$ cat config.mk
export PLATFORM = sky130hd
export DESIGN_NAME = scs_cell
export DESIGN_NICKNAME = d
export VERILOG_FILES = /design/src/rtl/scs_pkg.sv /design/src/rtl/scs_cell.sv
export SDC_FILE = /design/constraint.sdc
export NUM_CORES = 1
export LEC_CHECK = 0
export ABC_CLOCK_PERIOD_IN_PS = 3100
export BUFFER_PORTS_ARGS = -buffer_cell sky130_fd_sc_hd__buf_2
export CAP_MARGIN = 20
export CORE_MARGIN = 2
export CORE_UTILIZATION = 45
export DETAILED_ROUTE_END_ITERATION = 12
export PLACE_DENSITY = 0.81
export SLEW_MARGIN = 20
export SYNTH_ARGS = -nofsm -noshare
export SYNTH_HDL_FRONTEND = slang
export SYNTH_SLANG_ARGS = --single-unit
export TNS_END_PERCENT = 100
$ cat constraint.sdc
create_clock -name clk -period 3.1 [get_ports clk]
set_clock_uncertainty 0.15 [all_clocks]
set_input_delay 0.775 -clock clk [delete_from_list [all_inputs] [get_ports clk]]
set_output_delay 0.775 -clock clk [all_outputs]
set_load 0.01 [all_outputs]
$ cat src/rtl/scs_pkg.sv
// Shared types and constants for the class score smoothing and top-K block.
// No dependencies; every other file imports this package.
package scs_pkg;

	// Fixed field widths of the ports.
	localparam int SCORE_W = 16;
	localparam int CLS_W = 10;
	localparam int CFG_DATA_W = 16;
	localparam int CFG_IDX_W = 2;
	localparam int COUNT_W = 11;
	localparam int KEEP_W = 4;

	// Defaults for the top-level parameters.
	localparam int MAX_CLASSES_DEF = 1024;
	localparam int MAX_KEEP_DEF = 8;

	// Register reset values.
	localparam logic [COUNT_W-1:0] CLASS_COUNT_RST = COUNT_W'(1000);

	// Configuration register indexes.
	localparam logic [CFG_IDX_W-1:0] CFG_THRESHOLD = 2'd0;
	localparam logic [CFG_IDX_W-1:0] CFG_WEIGHT = 2'd1;
	localparam logic [CFG_IDX_W-1:0] CFG_CLASS_COUNT = 2'd2;
	localparam logic [CFG_IDX_W-1:0] CFG_KEEP_COUNT = 2'd3;

	// Command broadcast to every cell of the sorted list.
	typedef struct packed {
		logic insert;
		logic pop;
		logic clear;
	} cell_cmd_t;

endpackage

$ cat src/rtl/scs_cell.sv
// One entry of the sorted best list: holds, takes the new score, or takes a neighbor's entry.
// Depends on scs_pkg.
module scs_cell import scs_pkg::*; #(
	parameter int IDX_W = 10
) (
	input  logic               clk,
	input  logic               arst_n,
	input  cell_cmd_t          cmd,
	input  logic [IDX_W-1:0]   new_cls,
	input  logic [SCORE_W-1:0] new_conf,
	input  logic               left_keep,
	input  logic               left_valid,
	input  logic [IDX_W-1:0]   left_cls,
	input  logic [SCORE_W-1:0] left_conf,
	input  logic               right_valid,
	input  logic [IDX_W-1:0]   right_cls,
	input  logic [SCORE_W-1:0] right_conf,
	output logic               keep,
	output logic               valid_q,
	output logic [IDX_W-1:0]   cls_q,
	output logic [SCORE_W-1:0] conf_q
);

	// An entry stays ahead of a new score that is not strictly better.
	assign keep = valid_q && (conf_q >= new_conf);

	always_ff @(posedge clk or negedge arst_n) begin
		if (!arst_n) begin
			valid_q <= 1'b0;
		end else if (cmd.clear) begin
			valid_q <= 1'b0;
		end else if (cmd.insert && !keep) begin
			valid_q <= left_keep ? 1'b1 : left_valid;
		end else if (cmd.pop) begin
			valid_q <= right_valid;
		end
	end

	always_ff @(posedge clk) begin
		if (cmd.insert && !keep) begin
			cls_q <= left_keep ? new_cls : left_cls;
			conf_q <= left_keep ? new_conf : left_conf;
		end else if (cmd.pop) begin
			cls_q <= right_cls;
			conf_q <= right_conf;
		end
	end

endmodule

After elaboration in Yosys (flattened, before gate mapping)
Index checks and enable logic that the tools add are counted.
{"block": "classes", "n_reduce_logical": 5, "magnitude_cmp": 1, "mux": 10}
{"op": "two-way mux 16 bit", "count": 3}
{"op": "two-way mux 10 bit", "count": 3}
{"op": "greater-or-equal comparator 16 bit", "count": 1}
{"op": "two-way mux 1 bit", "count": 4}
{"op": "nonzero test 3 bit", "count": 1}
{"op": "logical AND 1 bit", "count": 2}
{"op": "nonzero test 2 bit", "count": 1}
{"op": "logical NOT 1 bit", "count": 1}
{"block": "word_totals", "inputBits": 86, "output_inout_bits": 28, "word_cells": 19, "register_bits": 27}

Longest topological paths before layout
{"block": "logic_depth", "depth_word": 6, "depth_mapped": 9, "depth_no_buf": 8}

Worst setup path before layout
No wires, ideal clock.
{"block": "synth_path", "path_kind": "input port to flip-flop", "start": "in new_conf[0]", "end": "reg cls_q[0], enable pin", "n_path_buf": 1, "setup_ns": 0.364, "path_stages": 8, "t_arrival_ns": 2.687, "required_time_ns": 2.586, "slack_ns": -0.102, "path_cell_list": "ha_1 nand2b_4 a2111oi_4 o21a_1 o21ai_2 a21boi_4 buf_12 or2_2"}
{"block": "synth_between", "elab_chain_cells": 5}
{"element": "start, declared", "line_no": "scs_cell.sv:10", "rtl": "input logic [SCORE_W-1:0] new_conf,"}
{"element": "greater-or-equal comparator 16 bit", "line_no": "scs_cell.sv:25", "rtl": "assign keep = valid_q && (conf_q >= new_conf);"}
{"element": "logical AND 1 bit", "line_no": "scs_cell.sv:25"}
{"element": "logical NOT 1 bit", "line_no": "scs_cell.sv:40", "rtl": "if (cmd.insert && !keep) begin"}
{"element": "logical AND 1 bit", "line_no": "scs_cell.sv:40"}
{"element": "nonzero test 2 bit (no source line)"}
{"element": "end signal, assigned", "line_no": "scs_cell.sv:41", "rtl": "cls_q <= left_keep ? new_cls : left_cls;"}
{"element": "end signal, assigned", "line_no": "scs_cell.sv:44", "rtl": "cls_q <= right_cls;"}
{"element": "end, declared", "line_no": "scs_cell.sv:20", "rtl": "output logic [IDX_W-1:0] cls_q,"}
No other way between the ends.
A chain may end at the register's enable or synchronous reset.

Worst setup path after layout
{"block": "layout_path", "start": "in new_conf[0]", "end": "out keep"}
{"block": "layout_between", "elab_chain_cells": 2}
{"element": "greater-or-equal comparator 16 bit", "line_no": "scs_cell.sv:25"}
{"element": "logical AND 1 bit", "line_no": "scs_cell.sv:25"}
{"element": "end, declared", "line_no": "scs_cell.sv:18", "rtl": "output logic keep,"}
No other way between the ends.

==> impl_metrics.csv <==
group,metric,value,unit
timing,achievable-frequency,329,MHz
setup_path,critPathLaunchType,"input pin",
synthesis,cell_types_occupying_the_most_area_after_synthesis,"sky130_fd_sc_hd__edfxtp_1 (38%), sky130_fd_sc_hd__mux2_2 (18%), sky130_fd_sc_hd__mux2_4 (14%)",
synthesis,synth_top_cell_area_share,38.2,%
synthesis,synth_cell_type_count,30,
timing,fin_crit_sh,97.9,%
clock_tree,cts_max_path_bufs,2,
worst_hold_path,holdCritPathClass,"in -> async",
pwr,leakage,1.38,nW
die,initial_cell_density_of_the_core,46.9,%
global_routing,total_routing_usage_gr,18.5,%
timing,final_period_minus_worst_setup_slack,3.04,ns
finish,final_design_area_no_fill,2890,um^2
global_routing,grt_antenna_before_repair,0,
drt,route.vias.total,1625,
finish,drive_above_1_share,73.0,%
die,core,4350,um^2
synthesis,synthesis.yosys.warnings,0,
setup_path,critical_path.max_fanout,2,
die,floorplan.io_pins,114,
drt,final_antenna_net_count,0,
synthesis,postSynthNetCount,256,
synthesis,total_standard_cell_area_after_synthesis,2040,um^2
clock_tree,cts_sinks,27,
synthesis,synth_seq_area_share,39.4,%
timing,hold_ws,0.105,ns
finish,synthToLayoutAreaGrowth,41.4,%
die,fp.dieArea,5100,um^2
synthesis,number_of_synthesized_flops_with_an_enable_pin,26,
setup_path,setup.worst_path.class,"in -> out",
finish,final_core_util,66.4,%
synthesis,synth_top_flop_cell,"sky130_fd_sc_hd__edfxtp_1",
synthesis,postSynthRegisterBits,27,
setup_path,worst_ep_arrival_time,2.11,ns
global_routing,grt_overflow_total,0,
timing,timing.final.setup_violations,0,
pwr,power.total,1.13,mW
setup_path,crit_path_end_kind,"output pin",
clock_tree,cts.root.buffer_cell,"sky130_fd_sc_hd__clkbuf_8",
clock_tree,path_clk_slew,0.09,ns
pwr,vdd_ir_drop_max,216,uV
placement,place_congestion,0.763,
timing,final_max_slew_viol_count,0,
pwr,cellPowerDensity,391,nW/um^2
clock_tree,tritoncts,"done",
timing,worst_pin_slew,0.619,ns
drt,routedWlPerCell,14.3,um
status,run_status,"finished, final reports clean",
global_routing,maximum_number_of_pins_on_one_net_before_global_route_repair,29,
finish,final_net_count,377,
synthesis,synthesis.instances,154,
placement,detailed_placement_wirelength_estimate,3720,um
timing,worst_slew_margin_rel,58.8,%
die,die_w,71.4,um
synthesis,synth_commonest_cells,"sky130_fd_sc_hd__mux2_2 (33), sky130_fd_sc_hd__edfxtp_1 (26), sky130_fd_sc_hd__mux2_4 (19), sky130_fd_sc_hd__inv_1 (17), sky130_fd_sc_hd__ha_1 (16)",
clock_tree,cts-htree-levels,1,
synthesis,synth_top_cell_by_area,"sky130_fd_sc_hd__edfxtp_1",
finish,antenna-diode-count,0,
synthesis,yosysMostFrequentCell,"sky130_fd_sc_hd__mux2_2",
timing,timing_hold_violations_final,0,
drt,drt-pass1-iter-count,4,
global_routing,first_global_vias,1690,
drt,drc,0,
die,chipHeight,71.4,um
run,timing.max_cap.violations,0,
global_routing,grt_first_pass_wirelength,7400,um
setup_path,worst_ep_required_time,2.17,ns
placement,port_bufs,113,
clock_tree,cts-buffers-inserted,3,
synthesis,postSynthAreaPerCell,13.3,um^2
drt,route.final.wire_length,4660,um
placement,placedInstanceArea,2710,um^2
drt,detailedRoute.firstIterationViolations,33,
die,std_cell_rows,24,
clock_tree,postCtsHoldBufs,0,
synthesis,async_flop_share,3.70,%
clock_tree,clock_latency_at_the_later_pin_of_the_worst_skew_pair,0.27,ns
drt,routed_via_density,4.98,
## where the power goes
group / total [mW] / internal [mW] / switching, mW
logic: 0.438 / 0.252 / 0.186
registers: 0.490 / 0.461 / 0.0290
clock network: 0.202 / 0.0921 / 0.110
## worst paths after layout
path / startpoint / to / slack, ns / cells after the start
min: arst_n / valid_q / 0.11 / 1
max reg2reg: conf_q[14] / conf_q[15] / 0.39 / 9
min reg2reg: valid_q / valid_q / 0.69 / 3
min in group clk: cmd[0] / valid_q / 0.49 / 2
max in group asynchronous: arst_n / valid_q / 2.61 / 1
max: new_conf[0] / keep / 0.06 / 8
## layout make-up
cell class	count	area (um^2)
fill	325	1470
multi-input combinational	105	1240
sequential	27	806
timing repair buffer	121	669
tap	52	65.1
inverter	17	63.8
clock buffer	4	45.0
## metrics by stage
stage	setup slack (ns)	setup TNS, ns	cells
final	0.0647	0	326
after CTS	0.00527	0	326
after floorplan	0.0483	0	154
after detailed placement	-0.108	-0.573	321
after global routing	-0.00340	-0.00340	326
after global placement	-0.0988	-0.287	321
## kinds of logic after synthesis
kind of cell	synth area share (%)
AOI/OAI and AO/OA	7.96
buffers and inverters	5.88
muxes	32.1
adders and majority gates	9.80
DFF	39.4
and+or+nand+nor	4.78
## what timing repair did
item / CTS / global route
setup endpoints to repair: 1 / 1
pin swaps: 2 / 13
resized for setup: 2 / 18
buffers inserted: 1 / 0
## placed cells by master (no fill, tap or decap), types with 2 or more instances in the layout
cell,instances
sky130_fd_sc_hd__nor2_2,2
sky130_fd_sc_hd__ha_1,9
sky130_fd_sc_hd__buf_4,5
sky130_fd_sc_hd__nor3_1,3
sky130_fd_sc_hd__o21a_1,2
sky130_fd_sc_hd__mux2_2,33
sky130_fd_sc_hd__edfxtp_1,26
sky130_fd_sc_hd__ha_4,7
sky130_fd_sc_hd__inv_1,13
sky130_fd_sc_hd__inv_2,4
sky130_fd_sc_hd__nor2_1,2
sky130_fd_sc_hd__mux2_4,19
sky130_fd_sc_hd__buf_2,112
sky130_fd_sc_hd__clkbuf_8,3
sky130_fd_sc_hd__o21ai_0,7
sky130_fd_sc_hd__nand2_1,4
sky130_fd_sc_hd__buf_12,3
## per-layer routing
metal | track usage [%] | part of all wire (%) | up-vias
li1 | - | - | 808
met2 | 32.0 | 49 | 78
met3 | 3.23 | 7.6 | 4
met1 | 23.6 | 42 | 735
met5 | 0 | 0 | -
met4 | 5.66 | 1.0 | 0
## flip-flops by register name, indices dropped and copies added (netlist names)
name	count
cls_q	10
conf_q	16
valid_q	1
## worst max-delay path, cell delays in order
cell and delay [ns]:
sky130_fd_sc_hd__buf_2 0.11, sky130_fd_sc_hd__ha_1 0.28, sky130_fd_sc_hd__nand2b_4 0.14, sky130_fd_sc_hd__a2111oi_4 0.27, sky130_fd_sc_hd__o21a_1 0.18, sky130_fd_sc_hd__o21ai_2 0.07, sky130_fd_sc_hd__and2_4 0.17, sky130_fd_sc_hd__buf_6 0.11
No activity file was read; power rests on OpenSTA's default activity.
